[src/hw/rtl/lcg_pkg.sv]
// Shared types, constants and helpers for the line cell generator.
// Used by lcg_step_unit and bresenham_line_cell_generator; depends on nothing.

package lcg_pkg;

   localparam int MAX_SIDE = 63;
   localparam int COORD_W  = $clog2(MAX_SIDE + 1);
   localparam int IDX_W    = 2 * COORD_W;
   localparam int CHAR_W   = 8;
   localparam int PT_W     = 8;

   localparam logic [1:0] DIR_NONE = 2'b00;
   localparam logic [1:0] DIR_POS  = 2'b01;
   localparam logic [1:0] DIR_NEG  = 2'b11;

   localparam logic CSR_ROW_WIDTH = 1'b0;
   localparam logic CSR_ROW_COUNT = 1'b1;

   typedef struct packed {
      logic [1:0] str_y;
      logic [1:0] str_x;
      logic [1:0] diag_y;
      logic [1:0] diag_x;
   } dirs_type;

   typedef struct packed {
      logic [COORD_W-1:0] longest;
      logic [COORD_W-1:0] shortest;
      dirs_type           dirs;
   } line_type;

   typedef struct packed {
      logic [COORD_W-1:0] x;
      logic [COORD_W-1:0] y;
      logic [COORD_W-1:0] num;
      logic [IDX_W-1:0]   idx;
   } walk_type;

   function automatic logic cell_fits(input logic [IDX_W-1:0] idx,
                                      input logic [IDX_W-1:0] cells);
      return ({1'b0, idx} + {{IDX_W{1'b0}}, 1'b1}) < {1'b0, cells};
   endfunction

endpackage

[src/hw/rtl/lcg_step_unit.sv]
// Shared step unit: advances one Bresenham point, its error term and cell index.
// Depends on lcg_pkg.

module lcg_step_unit (
   input  lcg_pkg::walk_type               cur_i,
   input  lcg_pkg::line_type               line_i,
   input  logic [lcg_pkg::COORD_W-1:0]     row_width_i,
   input  logic [lcg_pkg::IDX_W-1:0]       cells_i,
   output lcg_pkg::walk_type               nxt_o,
   output logic                            fits_o
);

   logic [lcg_pkg::COORD_W:0]   sum;
   logic                        diag;
   logic [1:0]                  xc;
   logic [1:0]                  yc;
   logic [lcg_pkg::IDX_W:0]     x_delta;
   logic [lcg_pkg::IDX_W:0]     y_delta;
   logic [lcg_pkg::IDX_W:0]     idx_sum;

   always_comb begin
      sum  = {1'b0, cur_i.num} + {1'b0, line_i.shortest};
      diag = sum >= {1'b0, line_i.longest};
      xc   = diag ? line_i.dirs.diag_x : line_i.dirs.str_x;
      yc   = diag ? line_i.dirs.diag_y : line_i.dirs.str_y;

      nxt_o.num = diag ? lcg_pkg::COORD_W'(sum - {1'b0, line_i.longest})
                       : sum[lcg_pkg::COORD_W-1:0];
      nxt_o.x   = cur_i.x + {{(lcg_pkg::COORD_W-2){xc[1]}}, xc};
      nxt_o.y   = cur_i.y + {{(lcg_pkg::COORD_W-2){yc[1]}}, yc};

      x_delta = {{(lcg_pkg::IDX_W-1){xc[1]}}, xc};
      case (yc)
         lcg_pkg::DIR_POS: y_delta = {{(lcg_pkg::IDX_W-lcg_pkg::COORD_W+1){1'b0}}, row_width_i};
         lcg_pkg::DIR_NEG: y_delta = -{{(lcg_pkg::IDX_W-lcg_pkg::COORD_W+1){1'b0}}, row_width_i};
         default:          y_delta = '0;
      endcase
      idx_sum   = {1'b0, cur_i.idx} + x_delta + y_delta;
      nxt_o.idx = idx_sum[lcg_pkg::IDX_W-1:0];
      fits_o    = lcg_pkg::cell_fits(nxt_o.idx, cells_i);
   end

endmodule

[src/hw/rtl/bresenham_line_cell_generator.sv]
// Top level of the line cell generator: request capture, setup sequencer, walk.
// Depends on lcg_pkg and lcg_step_unit.
//
//   channel  direction  payload
//   req_     in         tdata: start_x, start_y, end_x, end_y, paint_char
//   rsp_     out        tdata: point_x, point_y, cell_index, cell_char; tlast: last_point
//   csr_     in         index (0 row_width, 1 row_count), data
//
// A request passes setup (capture, bound check with buffer size, start index)
// and then the walk gives one point per cycle unless rsp_ stalls, up to 64 points.
// The single step unit sets the point rate; one 6x6 multiplier serves setup.
// req_tready is high only between requests; a stalled rsp_ holds the walk.
// Reset is synchronous: registers return to 63 x 13, the walk goes idle.

module bresenham_line_cell_generator (
   input  logic        clock,
   input  logic        reset,
   input  logic        req_tvalid,
   output logic        req_tready,
   input  logic [39:0] req_tdata,   // start_x, start_y, end_x, end_y, paint_char
   output logic        rsp_tvalid,
   input  logic        rsp_tready,
   output logic [31:0] rsp_tdata,   // point_x, point_y, cell_index, cell_char
   output logic        rsp_tlast,
   input  logic        csr_valid,
   output logic        csr_ready,
   input  logic        csr_index,
   input  logic [5:0]  csr_data
);

   typedef enum logic [1:0] {ST_IDLE, ST_CHECK, ST_INIT, ST_WALK} state_type;

   localparam int CW = lcg_pkg::COORD_W;
   localparam int IW = lcg_pkg::IDX_W;

   state_type                  state_ff, state_in;
   logic [CW-1:0]              row_width_ff, row_width_in;
   logic [CW-1:0]              row_count_ff, row_count_in;
   logic [IW-1:0]              cells_ff, cells_in;
   logic [lcg_pkg::PT_W-1:0]   sx_ff, sx_in, sy_ff, sy_in, ex_ff, ex_in, ey_ff, ey_in;
   logic [lcg_pkg::CHAR_W-1:0] char_ff, char_in;
   lcg_pkg::line_type          line_ff, line_in;
   lcg_pkg::walk_type          walk_ff, walk_in;
   logic [CW-1:0]              cnt_ff, cnt_in;
   logic                       rsp_tvalid_ff, rsp_tvalid_in;
   logic [31:0]                rsp_tdata_ff, rsp_tdata_in;
   logic                       rsp_tlast_ff, rsp_tlast_in;

   lcg_pkg::walk_type          nxt;
   logic                       nxt_fits;
   logic [CW-1:0]              mul_a;
   logic [IW-1:0]              product;
   logic                       in_bounds;
   logic [CW:0]                w, h;
   logic [CW-1:0]              abs_w, abs_h;
   logic [1:0]                 sgn_w, sgn_h;
   logic                       out_free;
   logic                       last;

   lcg_step_unit u_step (
      .cur_i       (walk_ff),
      .line_i      (line_ff),
      .row_width_i (row_width_ff),
      .cells_i     (cells_ff),
      .nxt_o       (nxt),
      .fits_o      (nxt_fits)
   );

   function automatic logic coord_ok(input logic [lcg_pkg::PT_W-1:0] v,
                                     input logic [CW-1:0] bound);
      return !v[lcg_pkg::PT_W-1] && (v[lcg_pkg::PT_W-2:0] <= {1'b0, bound});
   endfunction

   always_comb begin
      mul_a   = (state_ff == ST_CHECK) ? row_count_ff : walk_ff.y;
      product = IW'(mul_a * row_width_ff);

      in_bounds = coord_ok(sx_ff, row_width_ff) && coord_ok(sy_ff, row_count_ff) &&
                  coord_ok(ex_ff, row_width_ff) && coord_ok(ey_ff, row_count_ff);
      w     = ex_ff[CW:0] - sx_ff[CW:0];
      h     = ey_ff[CW:0] - sy_ff[CW:0];
      abs_w = w[CW] ? CW'(-w) : w[CW-1:0];
      abs_h = h[CW] ? CW'(-h) : h[CW-1:0];
      sgn_w = (w == '0) ? lcg_pkg::DIR_NONE : (w[CW] ? lcg_pkg::DIR_NEG : lcg_pkg::DIR_POS);
      sgn_h = (h == '0) ? lcg_pkg::DIR_NONE : (h[CW] ? lcg_pkg::DIR_NEG : lcg_pkg::DIR_POS);

      out_free = !rsp_tvalid_ff || rsp_tready;
      last     = (cnt_ff == '0) || !nxt_fits;

      state_in      = state_ff;
      row_width_in  = row_width_ff;
      row_count_in  = row_count_ff;
      cells_in      = cells_ff;
      sx_in         = sx_ff;
      sy_in         = sy_ff;
      ex_in         = ex_ff;
      ey_in         = ey_ff;
      char_in       = char_ff;
      line_in       = line_ff;
      walk_in       = walk_ff;
      cnt_in        = cnt_ff;
      rsp_tvalid_in = rsp_tready ? 1'b0 : rsp_tvalid_ff;
      rsp_tdata_in  = rsp_tdata_ff;
      rsp_tlast_in  = rsp_tlast_ff;

      if (csr_valid) begin
         case (csr_index)
            lcg_pkg::CSR_ROW_WIDTH: row_width_in = csr_data;
            lcg_pkg::CSR_ROW_COUNT: row_count_in = csr_data;
            default: ;
         endcase
      end

      case (state_ff)
         ST_IDLE: begin
            if (req_tvalid) begin
               sx_in    = req_tdata[7:0];
               sy_in    = req_tdata[15:8];
               ex_in    = req_tdata[23:16];
               ey_in    = req_tdata[31:24];
               char_in  = req_tdata[39:32];
               state_in = ST_CHECK;
            end
         end
         ST_CHECK: begin
            cells_in          = product;
            line_in.dirs.diag_x = sgn_w;
            line_in.dirs.diag_y = sgn_h;
            if (abs_w > abs_h) begin
               line_in.longest    = abs_w;
               line_in.shortest   = abs_h;
               line_in.dirs.str_x = sgn_w;
               line_in.dirs.str_y = lcg_pkg::DIR_NONE;
            end else begin
               line_in.longest    = abs_h;
               line_in.shortest   = abs_w;
               line_in.dirs.str_x = lcg_pkg::DIR_NONE;
               line_in.dirs.str_y = sgn_h;
            end
            cnt_in      = line_in.longest;
            walk_in.x   = sx_ff[CW-1:0];
            walk_in.y   = sy_ff[CW-1:0];
            walk_in.num = line_in.longest >> 1;
            walk_in.idx = '0;
            state_in    = in_bounds ? ST_INIT : ST_IDLE;
         end
         ST_INIT: begin
            walk_in.idx = product + {{(IW-CW){1'b0}}, walk_ff.x};
            state_in    = lcg_pkg::cell_fits(walk_in.idx, cells_ff) ? ST_WALK : ST_IDLE;
         end
         ST_WALK: begin
            if (out_free) begin
               rsp_tvalid_in = 1'b1;
               rsp_tdata_in  = {char_ff, walk_ff.idx, walk_ff.y, walk_ff.x};
               rsp_tlast_in  = last;
               walk_in       = nxt;
               cnt_in        = cnt_ff - 1'b1;
               if (last) begin
                  state_in = ST_IDLE;
               end
            end
         end
         default: state_in = ST_IDLE;
      endcase
   end

   always_ff @(posedge clock) begin
      cells_ff     <= cells_in;
      sx_ff        <= sx_in;
      sy_ff        <= sy_in;
      ex_ff        <= ex_in;
      ey_ff        <= ey_in;
      char_ff      <= char_in;
      line_ff      <= line_in;
      walk_ff      <= walk_in;
      cnt_ff       <= cnt_in;
      rsp_tdata_ff <= rsp_tdata_in;
      rsp_tlast_ff <= rsp_tlast_in;
      if (reset) begin
         state_ff      <= ST_IDLE;
         row_width_ff  <= CW'(lcg_pkg::MAX_SIDE);
         row_count_ff  <= CW'(13);
         rsp_tvalid_ff <= 1'b0;
      end else begin
         state_ff      <= state_in;
         row_width_ff  <= row_width_in;
         row_count_ff  <= row_count_in;
         rsp_tvalid_ff <= rsp_tvalid_in;
      end
   end

   assign req_tready = (state_ff == ST_IDLE);
   assign rsp_tvalid = rsp_tvalid_ff;
   assign rsp_tdata  = rsp_tdata_ff;
   assign rsp_tlast  = rsp_tlast_ff;
   assign csr_ready  = 1'b1;

`ifndef NO_ASSERTIONS
   a_busy_after_req: assert property (@(posedge clock) disable iff (reset)
      (req_tvalid && req_tready) |=> !req_tready)
      else $error("request accepted while a line is in progress");

   a_cell_in_buffer: assert property (@(posedge clock) disable iff (reset)
      rsp_tvalid |-> lcg_pkg::cell_fits(rsp_tdata[23:12], cells_ff))
      else $error("cell pair passes buffer end");

   a_row_in_range: assert property (@(posedge clock) disable iff (reset)
      rsp_tvalid |-> (rsp_tdata[11:6] <= row_count_ff))
      else $error("point row out of range");

   a_hold_while_stalled: assert property (@(posedge clock) disable iff (reset)
      (rsp_tvalid && !rsp_tready) |=>
         (rsp_tvalid && $stable(rsp_tdata) && $stable(rsp_tlast)))
      else $error("point changed while stalled");
`endif

endmodule
[config.mk]
export PLATFORM = sky130hd
export DESIGN_NAME = bresenham_line_cell_generator
export DESIGN_NICKNAME = d
export VERILOG_FILES = /design/src/hw/rtl/lcg_pkg.sv /design/src/hw/rtl/lcg_step_unit.sv /design/src/hw/rtl/bresenham_line_cell_generator.sv
export SDC_FILE = /design/constraint.sdc
export NUM_CORES = 1
export LEC_CHECK = 0
export ABC_AREA = 1
export BUFFER_PORTS_ARGS = -buffer_cell sky130_fd_sc_hd__buf_4
export CORE_ASPECT_RATIO = 1.25
export CORE_MARGIN = 2
export CORE_UTILIZATION = 31
export CTS_CLUSTER_SIZE = 10
export DETAILED_ROUTE_END_ITERATION = 12
export GPL_TIMING_DRIVEN = 0
export PLACE_DENSITY = 0.58
export SLEW_MARGIN = 25
export SYNTH_ARGS = -nofsm -noshare
export SYNTH_HDL_FRONTEND = slang
export SYNTH_SLANG_ARGS = --single-unit
[constraint.sdc]
create_clock -name clock -period 8.4 [get_ports clock]
set_input_delay 1.68 -clock clock [delete_from_list [all_inputs] [get_ports clock]]
set_output_delay 1.68 -clock clock [all_outputs]
set_load 0.01 [all_outputs]
[Word level (Yosys, flattened, before mapping)]
Cells that the tools add are included.
Cells by class
  magnitude comparators: 8
  reductions and logical operators: 28
  bitwise operators: 1
  $mul: 1
  $add $sub $neg: 15
  multiplexer cells: 26
  equality and inequality tests: 8
Operator list (count)
  12-bit case mux with 3 select lines: 1
  18-bit case mux with 2 select lines: 1
  30-bit 2-to-1 mux: 1
  6-bit 2-to-1 mux: 5
  7-bit by 6-bit less-or-equal comparator with 1-bit output: 4
  12-bit by 1-bit adder with 13-bit output (second input constant): 2
  13-bit by 12-bit less-than comparator with 1-bit output: 2
  12-bit adder: 2
  12-bit case mux with 2 select lines: 1
  2-bit 2-to-1 mux: 11
  16-bit 2-to-1 mux: 1
  7-bit logical NOT: 2
  7-bit subtractor: 2
  12-bit by 6-bit adder with 12-bit output: 1
  6-bit adder: 2
  6-bit by 6-bit multiplier with 12-bit output: 1
  6-bit negator with 12-bit output: 1
  6-bit negator: 2
  6-bit case mux with 2 select lines: 1
  2-bit AND reduction: 6
  2-bit case mux with 4 select lines: 1
  6-bit by 6-bit adder with 7-bit output: 1
  7-bit by 6-bit greater-or-equal comparator with 1-bit output: 1
  1-bit logical AND: 7
  15 further kinds: 28
Storage, ports and cells
  bits in registers: 156
  word-level logic and storage cells: 110

[Logic depth before layout (Yosys ltp)]
  word-level depth: 13
  depth in mapped cells: 45
  mapped depth without buffers: 45

[By module]
A second synthesis with hierarchy kept.
Unflattened totals
  cells, all modules: 1342
  area total of the unflattened synthesis: 11827.6 µm²
By module, submodules not included
  bresenham_line_cell_generator: area an instance 9201.3 µm², cells an instance 944, instances 1
  lcg_step_unit: area an instance 2626.3 µm², cells an instance 398, instances 1

[Least setup slack after synthesis]
No wires, ideal clock.
  path kind: register to register
  from: register state_ff[0]
  to: register state_ff[0]
  data required time: 8.344 ns
  setup slack: 1.429 ns
  period minus slack after synthesis: 6.971 ns
  buffers on the path: 1
  data arrival time: 6.915 ns
  stages on the path, launching flop included: 36
  cells stage by stage: dfxtp_1 > inv_1 > nor2_1 > clkbuf_1 > inv_1 > o21ai_0 > inv_1 > nand2_1 > fa_1 > fa_1 > fa_1 > inv_1 > ha_1 > xnor2_1 > ha_1 > nand2_1 > nor3_1 > nor2_2 > nor2_1 > nand2_2 > xor2_2 > nand3_2 > nand2_1 > inv_1 > ha_1 > nand2_1 > nor2_1 > a211oi_1 > o21ai_0 > nand3_1 > nand2_1 > a21oi_1 > a21oi_1 > nand3_1 > nand2_1 > inv_1
Between the ends
  word-level cells in the longest chain between the ends: 8
Ends and longest elaborated chain
  start: declaration: RTL line bresenham_line_cell_generator.sv:36  | state_type state_ff, state_in;
  start signal: assignment: RTL line bresenham_line_cell_generator.sv:185  | state_ff <= state_in;
  2-bit by 1-bit equality test with 1-bit output: RTL line bresenham_line_cell_generator.sv:75  | mul_a = (state_ff == ST_CHECK) ? row_count_ff : walk_ff.y;
  6-bit 2-to-1 mux: RTL line bresenham_line_cell_generator.sv:75
  6-bit by 6-bit multiplier with 12-bit output: RTL line bresenham_line_cell_generator.sv:76  | product = IW'(mul_a * row_width_ff);
  via product[5]: RTL line bresenham_line_cell_generator.sv:52  | logic [IW-1:0] product;
  12-bit by 6-bit adder with 12-bit output: RTL line bresenham_line_cell_generator.sv:148  | walk_in.idx = product + {{(IW-CW){1'b0}}, walk_ff.x};
  12-bit by 1-bit adder with 13-bit output: RTL line lcg_pkg.sv:41  | return ({1'b0, idx} + {{IDX_W{1'b0}}, 1'b1}) < {1'b0, cells};
  13-bit by 12-bit less-than comparator with 1-bit output: RTL line lcg_pkg.sv:41
  2-bit 2-to-1 mux: RTL line bresenham_line_cell_generator.sv:149  | state_in = lcg_pkg::cell_fits(walk_in.idx, cells_ff) ? ST_WALK : ST_IDLE;
  2-bit case mux with 4 select lines: RTL line bresenham_line_cell_generator.sv:114  | case (state_ff)
The timed path passes the listed nets, and every way through them passes these cells.
A chain may end at the register's enable or synchronous reset.

[Final worst setup path]
Same ends and word-level chain as after synthesis.

==> out/qor.txt <==
Top_reg_cell synth: edfxtp_1
Reg2reg path depth: 36
Share of cells above drive strength 1: 13.9%
Fraction of registers with async set/reset: 0%
Final clock skew: 0.0106 ns
Clock Tree Buf Depth: 2
IO Pins: 88
Worst-path clk slew: 0.07 ns
Initial Util: 31.5%
Fin. Hold Viols: 0
Core ar.: 36300 sq um
DRC Markers: 0
Root Driver: clkbuf_16
Critical path class: register to register
Register area share after synthesis: 39.7%
Post-CTS setup buffers: 0
Die Height: 219 microns
Final min period: 7.21 ns
Peak Freq: 139 MHz
Routed WL: 28200 microns
Critical Path Fanout Max: 17
Mapped Cells: 1258
CTS resizes: 0
HP Class: register to register
Post-synthesis xor/xnor area fraction: 5.43%
Initial DRC Count: 471
CP max stage delay: 0.54 ns
Data arrival, critical path: 7.59 ns
H-tree levels: 4
Post-synth EDFFs: 141
Total CTS buffers: 17
# setup viols final: 0
Vias/cell: 4.67
Crit start category: register
Post-synth net total: 1475
DP HPWL: 23200 microns
Crit share post-route: 85.9%
Antenna violations before repair: 0
Netlist cell types: 49
Fill count: 3696
TritonCTS clock tree: done
Port Buf Inserts: 86
CP Capture Type: register
CP required: 8.78 ns
Layout area overhead: 17.8%
Post-Synth Adder-Cell Area: 20.4%
Sink count of the clock tree: 156
Syn avg cell area: 9.08 sq um
GR Overflow Total: 0
DIE WIDTH: 176 microns
Most common cell after layout, fill and taps aside: nand2_1
Status: finished, final reports clean
1st-pass router iterations: 6
Routability Congestion: 0.884
# diodes: 0
Rel. slew slack: 45.9%
R2r setup slk: 1.19 ns
Flops & latches, synth: 156
Synth Area in Simple Gates: 17.4%
Number of global-route vias before repair: 8686
Compound-Gate Fraction of Synth Area: 8.71%
Max cap viols: 0
Slew @ Worst Pin: 0.805 ns
CTS Hold Buffers Added: 0
Slowest cell on the critical path: fa_1
First-pass GRT wire length: 45000 microns
Final Util: 37.0%
Worst Hold Path Cells: 0
Most frequent cells in the layout: 236 x nand2_1, 224 x inv_1, 141 x edfxtp_1
Vias: 8698
Clk_lat worst skew: 0.44 ns
Num rows: 78
Slew Viols, Final: 0
WL/cell: 15.1 microns
Largest family of logic cells by synthesized area: adder cells
Synth warn: 0
Largest net degree at the start of global routing: 26
Min Hold Slack: 0.420 ns
# nets final: 1588
Mapped Area: 11400 sq um
Antenna Nets Post-Route: 0
Unrepaired setup endpoints after global routing: false
Mux contribution to synthesized area: 0%
GRT Util Overall: 15.2%
Die area: 38400 sq um
## cell usage after synthesis, drive strengths merged, types with 7 or more instances
library cell  count  area share, %
a21oi            61            2.7
fa               36            6.3
dfxtp            15            2.6
o22ai             8           0.44
clkbuf           11           0.36
xor2             41            3.5
nand2           249            8.6
nor2             87            3.0
nand3            68            3.3
or2               9           0.49
a31oi             7           0.38
edfxtp          141             37
xnor2            23            1.9
o21ai            66            2.9
ha              129             14
o211ai           15           0.99
nand4            15           0.82
inv             234            7.7
nor3             10           0.53
## final cells by class
class | instances | area, sq um | area share [%]
clock inverters | 15 | 208 | 1.54
repair buffers | 94 | 762 | 5.67
flip-flops and latches | 156 | 4530 | 33.7
well taps | 480 | 601 | 4.47
inverters | 236 | 886 | 6.59
multi-input cells | 853 | 5980 | 44.4
clock buffers | 17 | 425 | 3.16
plain buffers | 13 | 57.6 | 0.428
## metrics by stage
step	setup TNS, ns	std cells	worst slack (ns)	instance area, sq um
after floorplan	0	1258	1.43	11400
after global placement	-0.380	1824	-0.316	12700
after detailed placement	0	1832	1.08	12800
after global routing	0	1864	0.433	13400
after CTS	0	1864	1.01	13400
final	0	1864	1.19	13400
## kinds of logic after synthesis
kind of cell | after synthesis
compound gates | 175
xor+xnor | 64
fa+ha+maj | 165
buf+inv | 249
flops | 156
other cells | 1
simple gates | 448
## metal layers
metal,part of all wire (%),track usage (%)
met1,43,17.9
met4,3.1,5.84
met5,0,0
met2,50,27.3
met3,4.0,2.70
## path summary, 6_finish.rpt
path                            startpoint                  endpoint
setup / recovery  state_ff[0]$_SDFFE_PP0P_  state_ff[0]$_SDFFE_PP0P_
hold / removal        char_ff[0]$_DFFE_PP_   rsp_tdata[24]$_DFFE_PP_
setup reg to reg  state_ff[0]$_SDFFE_PP0P_  state_ff[0]$_SDFFE_PP0P_
hold reg to reg       char_ff[0]$_DFFE_PP_   rsp_tdata[24]$_DFFE_PP_
## flip-flops by register name, indices dropped and copies added, names as in the netlist, 8 cells and up
register and cells:
sx_ff 8, line_ff 20, ey_ff 8, cells_ff 12, sy_ff 8, rsp_tdata 32, walk_ff 30, ex_ff 8
char_ff 8
## worst max-delay path, delay by kind of cell, from the launching register on
| family | cells | cell delay [ns] |
|---|---|---|
| DFF | 1 | 0.40 |
| buffers and inverters | 8 | 1.27 |
| adders and majority gates | 6 | 2.46 |
| AOI/OAI and AO/OA | 6 | 1.27 |
| and+or+nand+nor | 14 | 1.28 |
| xor gates and xnor gates | 2 | 0.47 |
Power is not shown: default switching activity piles up to over one toggle a cycle in this logic, so the estimate is an artifact.
